==> config.mk <==
export PLATFORM = sky130hd
export DESIGN_NAME = modbus_rtu_master_framer
export DESIGN_NICKNAME = d
export VERILOG_FILES = /design/src/sv/mbrtu_pkg.sv /design/src/sv/modbus_rtu_master_framer.sv
export VERILOG_INCLUDE_DIRS = /design/src /design/src/sv
export SDC_FILE = /design/constraint.sdc
export NUM_CORES = 1
export LEC_CHECK = 0
export BUFFER_PORTS_ARGS = -buffer_cell sky130_fd_sc_hd__buf_2
export CORE_MARGIN = 2
export CORE_UTILIZATION = 55
export DETAILED_ROUTE_END_ITERATION = 16
export GPL_ROUTABILITY_DRIVEN = 0
export PLACE_DENSITY = 0.73
export SYNTH_ARGS = -nofsm -noshare
export SYNTH_HDL_FRONTEND = slang
export SYNTH_SLANG_ARGS = --single-unit
export TNS_END_PERCENT = 1
==> constraint.sdc <==
create_clock -name aclk -period 9.5 [get_ports aclk]
set_input_delay 0.475 -clock aclk [delete_from_list [all_inputs] [get_ports aclk]]
set_output_delay 0.475 -clock aclk [all_outputs]
set_load 0.01 [all_outputs]
==> src/sv/modbus_rtu_master_framer_defines.svh <==
// assertion macros for the modbus rtu master framer
`ifndef MODBUS_RTU_MASTER_FRAMER_DEFINES_SVH
`define MODBUS_RTU_MASTER_FRAMER_DEFINES_SVH

// same-cycle implication, checked outside reset
`define MBRTU_ASSERT_NOW(label, ante, cons) \
    label: assert property (@(posedge aclk) disable iff (!aresetn) (ante) |-> (cons)) \
        else $error("mbrtu assertion failed");

// next-cycle implication, checked outside reset
`define MBRTU_ASSERT_NEXT(label, ante, cons) \
    label: assert property (@(posedge aclk) disable iff (!aresetn) (ante) |=> (cons)) \
        else $error("mbrtu assertion failed");

`endif

==> src/sv/mbrtu_pkg.sv <==
package mbrtu_pkg;

    localparam int MAX_RESULTS = 8;
    localparam int IDX_W       = $clog2(MAX_RESULTS);
    localparam int LEN_W       = 18;

    localparam logic [1:0] ACT_START    = 2'd0;
    localparam logic [1:0] ACT_DATA     = 2'd1;
    localparam logic [1:0] ACT_RESPONSE = 2'd2;

    localparam logic [2:0] KIND_READ_COILS        = 3'd0;
    localparam logic [2:0] KIND_READ_DISCRETE     = 3'd1;
    localparam logic [2:0] KIND_READ_HOLDING_REGS = 3'd2;
    localparam logic [2:0] KIND_READ_INPUT_REGS   = 3'd3;
    localparam logic [2:0] KIND_WRITE_COIL        = 3'd4;
    localparam logic [2:0] KIND_WRITE_REG         = 3'd5;
    localparam logic [2:0] KIND_WRITE_MULTI_COIL  = 3'd6;
    localparam logic [2:0] KIND_WRITE_MULTI_REG   = 3'd7;

    localparam logic [15:0] CRC_INIT = 16'hFFFF;
    localparam logic [15:0] CRC_POLY = 16'hA001;

    typedef struct packed {
        logic [1:0]  action;
        logic [7:0]  slave_id;
        logic [2:0]  function_kind;
        logic [15:0] first_addr;
        logic [15:0] quantity_or_value;
        logic [15:0] data_word;
    } in_item_t;

    typedef struct packed {
        logic [7:0] out_byte;
        logic       byte_valid;
        logic       frame_last;
        logic       response_checked;
        logic       crc_ok;
    } out_item_t;

    typedef enum logic [1:0] {
        ENT_BYTE,
        ENT_CRC_LO,
        ENT_CRC_HI,
        ENT_CHECK
    } ent_kind_t;

    typedef struct packed {
        ent_kind_t  kind;
        logic [7:0] value;
    } entry_t;

    function automatic logic [7:0] fn_code(input logic [2:0] kind);
        logic [7:0] code;
        case (kind)
            KIND_READ_COILS:        code = 8'h01;
            KIND_READ_DISCRETE:     code = 8'h02;
            KIND_READ_HOLDING_REGS: code = 8'h03;
            KIND_READ_INPUT_REGS:   code = 8'h04;
            KIND_WRITE_COIL:        code = 8'h05;
            KIND_WRITE_REG:         code = 8'h06;
            KIND_WRITE_MULTI_COIL:  code = 8'h0F;
            default:                code = 8'h10;
        endcase
        return code;
    endfunction

    function automatic logic [15:0] crc16_byte(input logic [15:0] crc_in, input logic [7:0] b);
        logic [15:0] crc;
        crc = crc_in ^ {8'h00, b};
        for (int k = 0; k < 8; k++) begin
            if (crc[0]) begin
                crc = (crc >> 1) ^ CRC_POLY;
            end else begin
                crc = crc >> 1;
            end
        end
        return crc;
    endfunction

endpackage

==> src/sv/modbus_rtu_master_framer.sv <==
// channel   dir   ports                      payload
// input     in    s_valid s_ready s_data     mbrtu_pkg::in_item_t
// result    out   m_valid m_ready m_data     mbrtu_pkg::out_item_t
//
// an item gives 0 to 8 results, one per unstalled cycle, from an entry list
// a transfer fills the entry list, whose first result is then put in m_data
// next item is taken in the cycle the previous item's last entry is emitted
// stalls on m_ready hold the output register and the entry list
// aresetn synchronous, active low; clears all control and protocol state

`include "modbus_rtu_master_framer_defines.svh"

module modbus_rtu_master_framer (
    input  logic                 aclk,
    input  logic                 aresetn,
    input  logic                 s_valid,
    output logic                 s_ready,
    input  mbrtu_pkg::in_item_t  s_data,
    output logic                 m_valid,
    input  logic                 m_ready,
    output mbrtu_pkg::out_item_t m_data
);

    localparam int MaxResults = mbrtu_pkg::MAX_RESULTS;
    localparam int IdxW = mbrtu_pkg::IDX_W;
    localparam int CntW = $clog2(MaxResults + 1);
    localparam int LenW = mbrtu_pkg::LEN_W;

    // protocol state
    logic [15:0]     tx_crc_reg, tx_crc_next;
    logic [15:0]     data_remaining_reg, data_remaining_next;
    logic [2:0]      pending_kind_reg, pending_kind_next;
    logic [LenW-1:0] expected_length_reg, expected_length_next;
    logic [LenW-1:0] received_count_reg, received_count_next;
    logic [15:0]     rx_crc_reg, rx_crc_next;
    logic [15:0]     trailing_pair_reg, trailing_pair_next;
    logic            tx_open_reg, tx_open_next;

    // entry list and emitter
    mbrtu_pkg::entry_t plan_reg [MaxResults];
    mbrtu_pkg::entry_t plan_new [MaxResults];
    logic [CntW-1:0]   new_count;
    logic [IdxW-1:0]   idx_reg, idx_next;
    logic [IdxW-1:0]   last_reg, last_next;
    logic              busy_reg, busy_next;
    logic              m_valid_reg, m_valid_next;
    mbrtu_pkg::out_item_t m_data_reg, m_data_next;

    logic              emit;
    logic              emit_done;
    logic              accept;
    mbrtu_pkg::entry_t cur;

    // decode helpers
    logic [LenW-1:0] q_ext;
    logic [LenW-1:0] coil_bytes;
    logic [LenW-1:0] reg_bytes;
    logic [7:0]      count_octet;
    logic [LenW-1:0] rc_inc;
    logic [7:0]      rx_byte;
    logic [15:0]     trailing_new;

    assign cur       = plan_reg[idx_reg];
    assign emit      = busy_reg && (!m_valid_reg || m_ready);
    assign emit_done = emit && (idx_reg == last_reg);
    assign s_ready   = !busy_reg || emit_done;
    assign accept    = s_valid && s_ready;
    assign m_valid   = m_valid_reg;
    assign m_data    = m_data_reg;

    assign q_ext        = {{(LenW-16){1'b0}}, s_data.quantity_or_value};
    assign coil_bytes   = (q_ext + LenW'(7)) >> 3;
    assign reg_bytes    = {q_ext[LenW-2:0], 1'b0};
    assign count_octet  = (s_data.function_kind == mbrtu_pkg::KIND_WRITE_MULTI_COIL)
                          ? coil_bytes[7:0] : reg_bytes[7:0];
    assign rc_inc       = received_count_reg + LenW'(1);
    assign rx_byte      = s_data.data_word[7:0];
    assign trailing_new = {rx_byte, trailing_pair_reg[15:8]};

    always_comb begin
        tx_crc_next          = tx_crc_reg;
        data_remaining_next  = data_remaining_reg;
        pending_kind_next    = pending_kind_reg;
        expected_length_next = expected_length_reg;
        received_count_next  = received_count_reg;
        rx_crc_next          = rx_crc_reg;
        trailing_pair_next   = trailing_pair_reg;
        tx_open_next         = tx_open_reg;
        new_count            = '0;
        for (int i = 0; i < MaxResults; i++) begin
            plan_new[i] = '{kind: mbrtu_pkg::ENT_BYTE, value: 8'h00};
        end

        // crc advances as bytes leave
        if (emit && cur.kind == mbrtu_pkg::ENT_BYTE) begin
            tx_crc_next = mbrtu_pkg::crc16_byte(tx_crc_reg, cur.value);
        end

        if (accept) begin
            unique case (s_data.action)
                mbrtu_pkg::ACT_START: begin
                    tx_crc_next         = mbrtu_pkg::CRC_INIT;
                    tx_open_next        = 1'b0;
                    data_remaining_next = '0;
                    pending_kind_next   = s_data.function_kind;
                    received_count_next = '0;
                    rx_crc_next         = mbrtu_pkg::CRC_INIT;
                    trailing_pair_next  = '0;
                    if (s_data.function_kind <= mbrtu_pkg::KIND_READ_DISCRETE) begin
                        expected_length_next = LenW'(5) + coil_bytes;
                    end else if (s_data.function_kind <= mbrtu_pkg::KIND_READ_INPUT_REGS) begin
                        expected_length_next = LenW'(5) + reg_bytes;
                    end else begin
                        expected_length_next = LenW'(8);
                    end
                    plan_new[0].value = s_data.slave_id;
                    plan_new[1].value = mbrtu_pkg::fn_code(s_data.function_kind);
                    plan_new[2].value = s_data.first_addr[15:8];
                    plan_new[3].value = s_data.first_addr[7:0];
                    plan_new[4].value = s_data.quantity_or_value[15:8];
                    plan_new[5].value = s_data.quantity_or_value[7:0];
                    plan_new[6].kind  = mbrtu_pkg::ENT_CRC_LO;
                    plan_new[7].kind  = mbrtu_pkg::ENT_CRC_HI;
                    new_count         = CntW'(8);
                    if (s_data.function_kind == mbrtu_pkg::KIND_WRITE_COIL) begin
                        plan_new[4].value = (s_data.quantity_or_value != 16'h0000)
                                            ? 8'hFF : 8'h00;
                        plan_new[5].value = 8'h00;
                    end else if (s_data.function_kind > mbrtu_pkg::KIND_WRITE_REG) begin
                        plan_new[6] = '{kind: mbrtu_pkg::ENT_BYTE, value: count_octet};
                        new_count   = CntW'(7);
                        data_remaining_next =
                            (s_data.function_kind == mbrtu_pkg::KIND_WRITE_MULTI_COIL)
                            ? coil_bytes[15:0] : s_data.quantity_or_value;
                        tx_open_next = 1'b1;
                    end
                end
                mbrtu_pkg::ACT_DATA: begin
                    if (tx_open_reg) begin
                        if (data_remaining_reg == 16'h0000) begin
                            plan_new[0].kind = mbrtu_pkg::ENT_CRC_LO;
                            plan_new[1].kind = mbrtu_pkg::ENT_CRC_HI;
                            new_count        = CntW'(2);
                            tx_open_next     = 1'b0;
                        end else begin
                            data_remaining_next = data_remaining_reg - 16'd1;
                            if (pending_kind_reg == mbrtu_pkg::KIND_WRITE_MULTI_COIL) begin
                                plan_new[0].value = s_data.data_word[7:0];
                                if (data_remaining_reg == 16'd1) begin
                                    plan_new[1].kind = mbrtu_pkg::ENT_CRC_LO;
                                    plan_new[2].kind = mbrtu_pkg::ENT_CRC_HI;
                                    new_count        = CntW'(3);
                                    tx_open_next     = 1'b0;
                                end else begin
                                    new_count = CntW'(1);
                                end
                            end else begin
                                plan_new[0].value = s_data.data_word[15:8];
                                plan_new[1].value = s_data.data_word[7:0];
                                if (data_remaining_reg == 16'd1) begin
                                    plan_new[2].kind = mbrtu_pkg::ENT_CRC_LO;
                                    plan_new[3].kind = mbrtu_pkg::ENT_CRC_HI;
                                    new_count        = CntW'(4);
                                    tx_open_next     = 1'b0;
                                end else begin
                                    new_count = CntW'(2);
                                end
                            end
                        end
                    end
                end
                mbrtu_pkg::ACT_RESPONSE: begin
                    if (expected_length_reg != '0 &&
                        received_count_reg < expected_length_reg) begin
                        received_count_next = rc_inc;
                        if ({1'b0, rc_inc} + (LenW+1)'(2) <= {1'b0, expected_length_reg}) begin
                            rx_crc_next = mbrtu_pkg::crc16_byte(rx_crc_reg, rx_byte);
                        end
                        trailing_pair_next = trailing_new;
                        if (rc_inc == expected_length_reg) begin
                            plan_new[0] = '{kind: mbrtu_pkg::ENT_CHECK,
                                            value: {7'd0, rx_crc_reg == trailing_new}};
                            new_count   = CntW'(1);
                        end
                    end
                end
                default: begin
                end
            endcase
        end
    end

    always_comb begin
        idx_next  = idx_reg;
        last_next = last_reg;
        busy_next = busy_reg;
        if (emit) begin
            idx_next = idx_reg + IdxW'(1);
        end
        if (emit_done) begin
            busy_next = 1'b0;
        end
        if (accept && new_count != '0) begin
            idx_next  = '0;
            last_next = IdxW'(new_count - CntW'(1));
            busy_next = 1'b1;
        end
    end

    always_comb begin
        m_valid_next = m_valid_reg;
        m_data_next  = m_data_reg;
        if (m_ready) begin
            m_valid_next = 1'b0;
        end
        if (emit) begin
            m_valid_next = 1'b1;
            m_data_next  = '0;
            case (cur.kind)
                mbrtu_pkg::ENT_BYTE: begin
                    m_data_next.out_byte   = cur.value;
                    m_data_next.byte_valid = 1'b1;
                end
                mbrtu_pkg::ENT_CRC_LO: begin
                    m_data_next.out_byte   = tx_crc_reg[7:0];
                    m_data_next.byte_valid = 1'b1;
                end
                mbrtu_pkg::ENT_CRC_HI: begin
                    m_data_next.out_byte   = tx_crc_reg[15:8];
                    m_data_next.byte_valid = 1'b1;
                    m_data_next.frame_last = 1'b1;
                end
                default: begin
                    m_data_next.response_checked = 1'b1;
                    m_data_next.crc_ok           = cur.value[0];
                end
            endcase
        end
    end

    always_ff @(posedge aclk) begin
        if (!aresetn) begin
            tx_crc_reg          <= mbrtu_pkg::CRC_INIT;
            data_remaining_reg  <= '0;
            pending_kind_reg    <= '0;
            expected_length_reg <= '0;
            received_count_reg  <= '0;
            rx_crc_reg          <= mbrtu_pkg::CRC_INIT;
            trailing_pair_reg   <= '0;
            tx_open_reg         <= 1'b0;
            idx_reg             <= '0;
            last_reg            <= '0;
            busy_reg            <= 1'b0;
            m_valid_reg         <= 1'b0;
        end else begin
            tx_crc_reg          <= tx_crc_next;
            data_remaining_reg  <= data_remaining_next;
            pending_kind_reg    <= pending_kind_next;
            expected_length_reg <= expected_length_next;
            received_count_reg  <= received_count_next;
            rx_crc_reg          <= rx_crc_next;
            trailing_pair_reg   <= trailing_pair_next;
            tx_open_reg         <= tx_open_next;
            idx_reg             <= idx_next;
            last_reg            <= last_next;
            busy_reg            <= busy_next;
            m_valid_reg         <= m_valid_next;
        end
    end

    always_ff @(posedge aclk) begin
        m_data_reg <= m_data_next;
        if (accept && new_count != '0) begin
            plan_reg <= plan_new;
        end
    end

    `MBRTU_ASSERT_NOW(a_count_bounded, 1'b1, received_count_reg <= expected_length_reg)
    `MBRTU_ASSERT_NOW(a_open_multi, tx_open_reg,
        pending_kind_reg == mbrtu_pkg::KIND_WRITE_MULTI_COIL ||
        pending_kind_reg == mbrtu_pkg::KIND_WRITE_MULTI_REG)
    `MBRTU_ASSERT_NEXT(a_start_crc_init, accept && s_data.action == mbrtu_pkg::ACT_START,
        tx_crc_reg == mbrtu_pkg::CRC_INIT)
    `MBRTU_ASSERT_NOW(a_crc_hi_last, emit && cur.kind == mbrtu_pkg::ENT_CRC_HI,
        idx_reg == last_reg)
    `MBRTU_ASSERT_NEXT(a_stall_holds_idx, busy_reg && !emit, $stable(idx_reg) && busy_reg)

endmodule
; ---- Yosys cells after proc, flatten, opt, wreduce, memory -nomap -nowiden
; Index checks and enable logic that the tools add are counted.
[word_totals]
regBits = 192
in_bits = 65
output_inout_bits = 14
[op_classes]
add_sub_neg = 8
order_cmp = 6
eq_ne = 19
n_mux = 119
bitwise_logic = 27
n_reduce_logical = 35
[op_table]
columns = cell, n
row1 = two-way mux 16 bit, 62
row2 = one-hot mux 16 bit (2 select lines), 3
row3 = two-way mux 18 bit, 3
row4 = two-way mux 10 bit, 5
row5 = two-way mux 8 bit, 6
row6 = NOT 2 -> 3 bit, 16
row7 = one-hot mux 18 bit (2 select lines), 1
row8 = one-hot mux 5 bit (7 select lines), 1
row9 = bitwise XOR 16 x 8 -> 16 bit, 2
row10 = binary-select mux 10 bit (select 3 bit), 1
row11 = two-way mux 4 bit, 7
row12 = one-hot mux 9 bit (3 select lines), 1
row13 = one-hot mux 8 bit (3 select lines), 1
row14 = two-way mux 21 bit, 1
row15 = adder 18 x 2 -> 19 bit (second input constant), 1
row16 = less-or-equal comparator 19 x 18 -> 1 bit, 1
row17 = adder 18 x 1 -> 18 bit (second input constant), 1
row18 = adder 3 x 17 -> 18 bit (first input constant), 1
row19 = equality test 18 bit, 1
row20 = < comparator 18 bit, 1
row21 = two-way mux 9 bit, 2
row22 = nonzero test 18 bit, 1
row23 = adder 16 x 3 -> 17 bit (second input constant), 1
row24 = equality test 16 x 1 -> 1 bit (second input constant), 1
row25 = 41 further kinds, 93

; ---- Depth between registers and ports, before layout
; Gate-level depths: netlist of run 1.
[depth]
word_depth = 48
ltp_mapped = 21
ltp_nobuf = 18

; ---- Least setup slack after synthesis of run 1
; Ideal clock, no wire load.
[synth_path]
path_kind = reg-to-reg
from = reg received_count_reg[0]
to = reg last_reg[0]
arrival_time_ns = 6.162
required_ns = 9.413
slack_ns = 3.251
stages_incl_launch_ff = 16
n_path_buf = 1
synth_period_minus_slack_ns = 6.249
cell_sequence = dfxtp_1 -> ha_1 -> and3_1 -> buf_2 -> and3_1 -> xnor3_1 -> a2111oi_0 -> nand4b_1 -> or4_4 -> a21oi_1 -> inv_1 -> ha_1 -> o21a_1 -> nor2_1 -> o21ai_0 -> a21oi_1
[synth_via]
elab_chain_len = 8
elab_cells_between_ends = 11
[synth_rtl]
columns = item, line
row1 = "start, declared", modbus_rtu_master_framer.sv:34  ; logic [LenW-1:0] received_count_reg, received_count_next;
row2 = "start signal, assigned", modbus_rtu_master_framer.sv:260  ; received_count_reg <= received_count_next;
row3 = adder 18 x 1 -> 18 bit, modbus_rtu_master_framer.sv:76  ; assign rc_inc = received_count_reg + LenW'(1);
row4 = equality test 18 bit, modbus_rtu_master_framer.sv:180  ; if (rc_inc == expected_length_reg) begin
row5 = two-way mux 1 bit, modbus_rtu_master_framer.sv:180
row6 = two-way mux 4 bit (*), modbus_rtu_master_framer.sv:173  ; if (expected_length_reg != '0 &&
row7 = one-hot mux 4 bit (3 select lines) (*), modbus_rtu_master_framer.sv:100  ; unique case (s_data.action)
row8 = two-way mux 4 bit (*), modbus_rtu_master_framer.sv:99  ; if (accept) begin
row9 = branches (longest 2 deep; another with subtractor 3 x 1 -> 3 bit), -
row10 = "end signal, assigned", modbus_rtu_master_framer.sv:265  ; last_reg <= last_next;
row11 = "end, declared", modbus_rtu_master_framer.sv:44  ; logic [IdxW-1:0] last_reg, last_next;
; Every way passes the cells marked *.
; A chain may end at the register's enable or synchronous reset.

; ---- Worst setup path after layout of run 1
[layout_path]
from = reg received_count_reg[0]
to = reg plan_reg[36] (netlist bit), enable pin
[layout_via]
elab_chain_len = 8
elab_cells_between_ends = 10
[layout_rtl]
columns = item, line
row1 = adder 18 x 1 -> 18 bit, modbus_rtu_master_framer.sv:76
row2 = equality test 18 bit, modbus_rtu_master_framer.sv:180
row3 = two-way mux 1 bit, modbus_rtu_master_framer.sv:180
row4 = two-way mux 4 bit (*), modbus_rtu_master_framer.sv:173
row5 = one-hot mux 4 bit (3 select lines) (*), modbus_rtu_master_framer.sv:100
row6 = two-way mux 4 bit (*), modbus_rtu_master_framer.sv:99
row7 = nonzero test 4 bit (*), modbus_rtu_master_framer.sv:273  ; if (accept && new_count != '0) begin
row8 = logical AND 1 bit (*), modbus_rtu_master_framer.sv:273
row9 = "end signal, assigned", modbus_rtu_master_framer.sv:274  ; plan_reg <= plan_new;
row10 = "end, declared", modbus_rtu_master_framer.sv:40  ; mbrtu_pkg::entry_t plan_reg [MaxResults];
; Mark *: on every way between the ends. The rest lies on a longest branch, timed or not.

==> results of run 1 <==
## cells by family after synthesis
family                     after synthesis  share of synthesized area, %
AOI/OAI and AO/OA                      307                         16.18
xor gates and xnor gates               151                         12.44
adders and majority gates               52                         5.404
buffers and inverters                  141                         4.936
DFF                                    181                         36.50
muxes                                   34                         3.055
and+or+nand+nor                        505                         21.49
## critical path, stage by stage (launching register included)
cell and delay, ns:
dfxtp_1 0.45, ha_1 0.28, and3_1 0.29, and3_1 0.23
xnor3_1 0.22, a2111oi_0 0.65, nand4b_1 0.18, or4_4 0.58
a21oi_1 0.20, inv_1 0.06, ha_1 0.20, o21a_1 0.16
nor2_4 0.31, buf_4 0.64
## power by group
| group | switching, uW | internal [uW] |
|---|---|---|
| clock network | 365 | 362 |
| logic | 184 | 112 |
| registers | 12.9 | 835 |
| total | 563 | 1310 |
## final timing paths
check | startpoint | endpoint | slack (ns) | cells past startpoint
setup / recovery | received_count_reg[0] | plan_reg[36] | 4.63 | 13
hold / removal | m_ready | m_valid | 0.33 | 3
setup reg to reg | received_count_reg[0] | plan_reg[36] | 4.63 | 13
hold reg to reg | pending_kind_reg[1] | pending_kind_reg[1] | 0.46 | 2
## layer usage
| layer | track usage, % | up-vias |
|---|---|---|
| li1 | - | 4910 |
| met1 | 35.49 | 4733 |
| met2 | 45.15 | 310 |
| met3 | 3.280 | 50 |
| met4 | 8.901 | 0 |
| met5 | 0 | - |
## cell usage in the layout (no fill, tap or decap), drive strengths merged, types with 6 or more instances in the layout
master | Yosys | final
a211oi | 15 | 15
a21boi | 14 | 14
a21o | 10 | 10
a21oi | 97 | 97
a22o | 9 | 9
and2 | 27 | 27
and3 | 42 | 42
buf | 27 | 91
clkbuf | 61 | 17
clkinv | 1 | 6
dfxtp | 104 | 104
edfxtp | 77 | 77
ha | 52 | 52
inv | 52 | 62
mux2i | 30 | 30
nand2 | 152 | 152
nand2b | 13 | 13
nand3 | 36 | 36
nand3b | 9 | 9
nand4 | 9 | 9
nor2 | 91 | 91
nor2b | 35 | 35
nor3 | 43 | 43
nor3b | 11 | 11
nor4 | 14 | 14
nor4b | 6 | 6
o211ai | 19 | 19
o21a | 12 | 12
o21ai | 77 | 77
xnor2 | 80 | 80
xnor3 | 11 | 11
xor2 | 59 | 59
## per-stage QoR
stage	setup WS, ns	cells	power [uW]
3_3_place_gp	4.747	1654	1154
4_1_cts	4.664	1686	1875
2_1_floorplan	3.251	1371	1075
6_report	4.634	1686	1872
5_1_grt	4.361	1686	1939
3_5_place_dp	4.688	1654	1158
## area by class of cell
class | instances | area, um2
fill | 1942 | 8516
multi-input combinational | 1049 | 7059
sequential | 181 | 4394
timing repair buffer | 91 | 488.0
clock buffer | 17 | 425.4
tap | 280 | 350.3
inverter | 53 | 198.9
clock inverter | 15 | 188.9
==> results.toml, run 1 <==
[outcome]
status = "complete, no violations"

[setup_path]
cp_max_fo = 57
end_kind = "register"
crit_arrival_ns = 4.94
cp.required_ns = 9.57
path_class = "reg2reg"
start_kind = "register"

[timing]
fin_skew_ns = 0.01416
tightest_slew_ns = 1.100
setup_viol_count_final = 0
relSlewSlack_pct = 26.45
rsz0062_at_grt = "no"
final_max_slew_viol_count = 0
finalCriticalPeriod_ns = 4.866
finalSetupTns_ns = 0
hold_viol = 0
holdWs_ns = 0.3271
period_share_pct = 51.22
fmax_mhz = 205.5

[min_path]
hold_path.class = "in2reg"

[final_layout]
largest_register_ffs = 65
diodes = 0
finish.instance_area_mm2 = 0.01311
area_delta_synth_final_pct = 8.844
nets = 1510
drive_above_1_share_pct = 10.60
post-route-util_pct = 60.61

[grt]
grt_pass1_wl_um = 50520
antenna_found_initial = 0
overflow = 0
grt_max_degree = 79
grt_pass1_vias = 9706
track_usage_pct = 26.64

[detailed_routing]
met2_length_um = 14850
num_vias = 10000
drt_wl_total_um = 30830
drc_errors = 0
dr.first_iter.drc_count = 801
wl_met1_um = 13660
wl_per_cell_um = 18.29
drtAntennaViolNets = 0
wl_met3_um = 1615
routed_via_density = 5.933
dr.pass1.iters = 6
top_layer = "met4"

[yosys]
synth_fp_nets = 1488
ys.flop_type = "dfxtp_1"
synth.distinct_cells = 80
yosysTopAreaCell = "edfxtp_1"
yosysWarnings = 0
synth_commonest_cells = "152 x nand2_1, 104 x dfxtp_1, 97 x a21oi_1"
synth.yosys.seq_area_share_pct = 36.50
ys_top_cells_by_area = "edfxtp_1 19%, dfxtp_1 17%, xnor2_1 5.7%"
syn_avg_cell_area_um2 = 8.782
synth-edff-count = 77
ys_seq_elements = 181
netlist_area_mm2 = 0.01204
async_flop_share_pct = 0
synth_top_area_share_pct = 19.20
yosysMostFrequentCell = "nand2_1"
syn_inst = 1371

[clock_tree]
cts_root_buf = "clkbuf_16"
cts_hold_buf = 0
ctsLongestPathBuffers = 2
clock_sinks = 181
clk_pin_slew_ns = 0.08
cts_tree = "yes"
ctsResizeCount = 0
clock_latency_ns = 0.44
cts_post_setup_buffers_inserted = 0
numCtsBuffers = 17
htree_levels = 4

[floorplanning]
die_x_um = 152.0
boundaryPins = 79
die_y_um = 152.0
row_count = 54
initial_utilization_pct = 55.69
core_region_area_mm2 = 0.02162
die_area_mm2 = 0.02309

[placement]
placed_cell_area_mm2 = 0.01249
portBuffers = 78
detailed_place_hpwl_um = 21870

[power_and_ir_drop]
power_density_mw_per_mm2 = 142.8
power.leakage_uw = 0.005057
peakVddDrop_uv = 115.6

[job]
cap_viol_max_count = 0
No activity file was read; power rests on OpenSTA's default activity.
==> run 2: changes to the inputs <==
- clock period: 9.5 -> 4.7 ns (I/O delays scaled with it)
==> results.toml, run 2 (synthesis results as in run 1) <==
[final_layout]
nets = 1522
drive_above_1_share_pct = 11.92
layout_commonest_cell = "nand2_1"
regArea_mm2 = 0.004395
area_delta_synth_final_pct = 9.872
diodes = 0
multi_input_area_mm2 = 0.007087
n_fill_cell = 1942
largest_register_ffs = 65
final_cell_mix = "152 x nand2_1, 103 x dfxtp_1, 97 x a21oi_1"

[clock_tree]
cts_root_buf = "clkbuf_16"
clock_latency_ns = 0.44
htree_levels = 4
clock_sinks = 181
cts_hold_buf = 0
ctsLongestPathBuffers = 2
clk_pin_slew_ns = 0.08
cts_tree = "yes"
numCtsBuffers = 17

[power_and_ir_drop]
switching_power_uw = 1125
power.leakage_uw = 0.005108
p_int_uw = 2640
comb_power_share_pct = 16.2
power_density_mw_per_mm2 = 284.6
peakVddDrop_uv = 253.1
clkPwrFrac_pct = 38.2
sw_frac_of_total_pct = 29.87
power_frac_seq_pct = 45.6

[grt]
overflow = 0
grt_pass1_wl_um = 50470
grt_max_degree = 79
antenna_found_initial = 0
track_usage_pct = 26.85
grt_pass1_vias = 9683

[detailed_routing]
dr.first_iter.drc_count = 835
wl_per_cell_um = 18.51
drtAntennaViolNets = 0
drt_wl_total_um = 31430
num_vias = 10150
dr.pass1.iters = 5
drc_errors = 0
routed_via_density = 5.975

[setup_path]
cp_num_buf_inv = 1
path_cells = "ha_2 > and3_2 > and2_2 > xnor2_1 > o22a_1 > nand3b_4 > or4_4 > or2_1 > nor2_1 > xnor2_1 > ha_1 > nand3_1 > o41ai_1 > a21oi_1 > buf_4 > nor4b_2 > o21ai_0"
crit_family = "simple AND/OR/NAND/NOR gates"
end_kind = "register"
crit_top_cell = "xnor2_1"
cp_max_fo = 16
crit_slowest_cell = "o41ai_1"
crit_arrival_ns = 4.71
start_kind = "register"
cp_slowest_stage_delay_ns = 0.55
cp.required_ns = 4.98
path_class = "reg2reg"

[floorplanning]
core_region_area_mm2 = 0.02162
die_y_um = 152.0
die_area_mm2 = 0.02309
initial_utilization_pct = 55.69
boundaryPins = 79
die_x_um = 152.0
row_count = 54

[timing]
hold_viol = 0
finalCriticalPeriod_ns = 4.432
setup_viol_count_final = 0
setup_ws_ns = 0.2685
tightest_slew_ns = 0.9911
rsz0062_at_grt = "no"
relSlewSlack_pct = 33.93
finalSetupTns_ns = 0
holdWs_ns = 0.1024
period_share_pct = 94.29
final_max_slew_viol_count = 0
fmax_mhz = 225.7
fin_skew_ns = 0.01374

[outcome]
status = "complete, no violations"

[placement]
detailed_place_hpwl_um = 22480
portBuffers = 78
pre_cts_slack_ns = 0.1334

[min_path]
hold_path.class = "in2reg"

[job]
cap_viol_max_count = 0
[run 2: changes by cell type in the layout (fill, tap and decap cells not counted), sizes merged]
cell / change
buf: +12
inv: -5
clkinv: +3
clkinvlp: +2
[run 2: worst paths after layout]
kind | startpoint | endpoint | slack [ns] | cells after the start
worst min-delay path | s_data[36] | plan_reg[44] | 0.10 | 2
worst max-delay path | received_count_reg[1] | rx_crc_reg[1] | 0.27 | 17
worst min register to register | pending_kind_reg[0] | pending_kind_reg[0] | 0.46 | 2
worst max register to register | received_count_reg[1] | rx_crc_reg[1] | 0.27 | 17
[run 2: power groups by stage]
stage	logic [uW]	clock network [uW]	registers, uW
detailed placement	597	0	1750
global route	664	1520	1720
global placement	590	0	1750
CTS	602	1460	1720
floorplan	426	0	1750
finish	609	1440	1720
[run 2: cell type report]
| type | count | share of cell area [%] |
|---|---|---|
| clock buffer | 17 | 3.216 |
| timing repair buffer | 103 | 4.464 |
| inverter | 53 | 1.504 |
| clock inverter | 15 | 1.371 |
| tap | 280 | 2.648 |
| multi-input combinational | 1049 | 53.57 |
| sequential | 181 | 33.23 |
[run 2: stage by stage]
stage | power [uW] | std cells | utilization (%) | instance area, um2
2_1_floorplan | 2172 | 1371 | - | 12050
3_3_place_gp | 2340 | 1666 | 58.25 | 12590
3_5_place_dp | 2348 | 1666 | 58.25 | 12590
4_1_cts | 3774 | 1698 | 61.05 | 13200
5_1_grt | 3902 | 1698 | 61.19 | 13230
6_report | 3765 | 1698 | 61.19 | 13230
[run 2: what timing repair did]
action,CTS,global route
setup endpoints to repair,0,16
gates resized for setup,0,8
setup buffers,0,0
[run 2: worst reg2reg max path: cells and delay by family, from the launching register on]
family | cells | cell delay (ns)
simple gates | 8 | 1.92
compound gates | 4 | 0.95
fa+ha+maj | 2 | 0.59
flops | 1 | 0.42
buf+inv | 1 | 0.22
xor+xnor | 2 | 0.17
[run 2: layer usage]
metal | vias up | track usage (%) | wire (um)
li1 | 4925 | - | -
met1 | 4796 | 36.47 | 13930
met2 | 361 | 43.37 | 14530
met3 | 64 | 4.763 | 2042
met4 | 0 | 9.435 | 923
met5 | - | 0 | 0
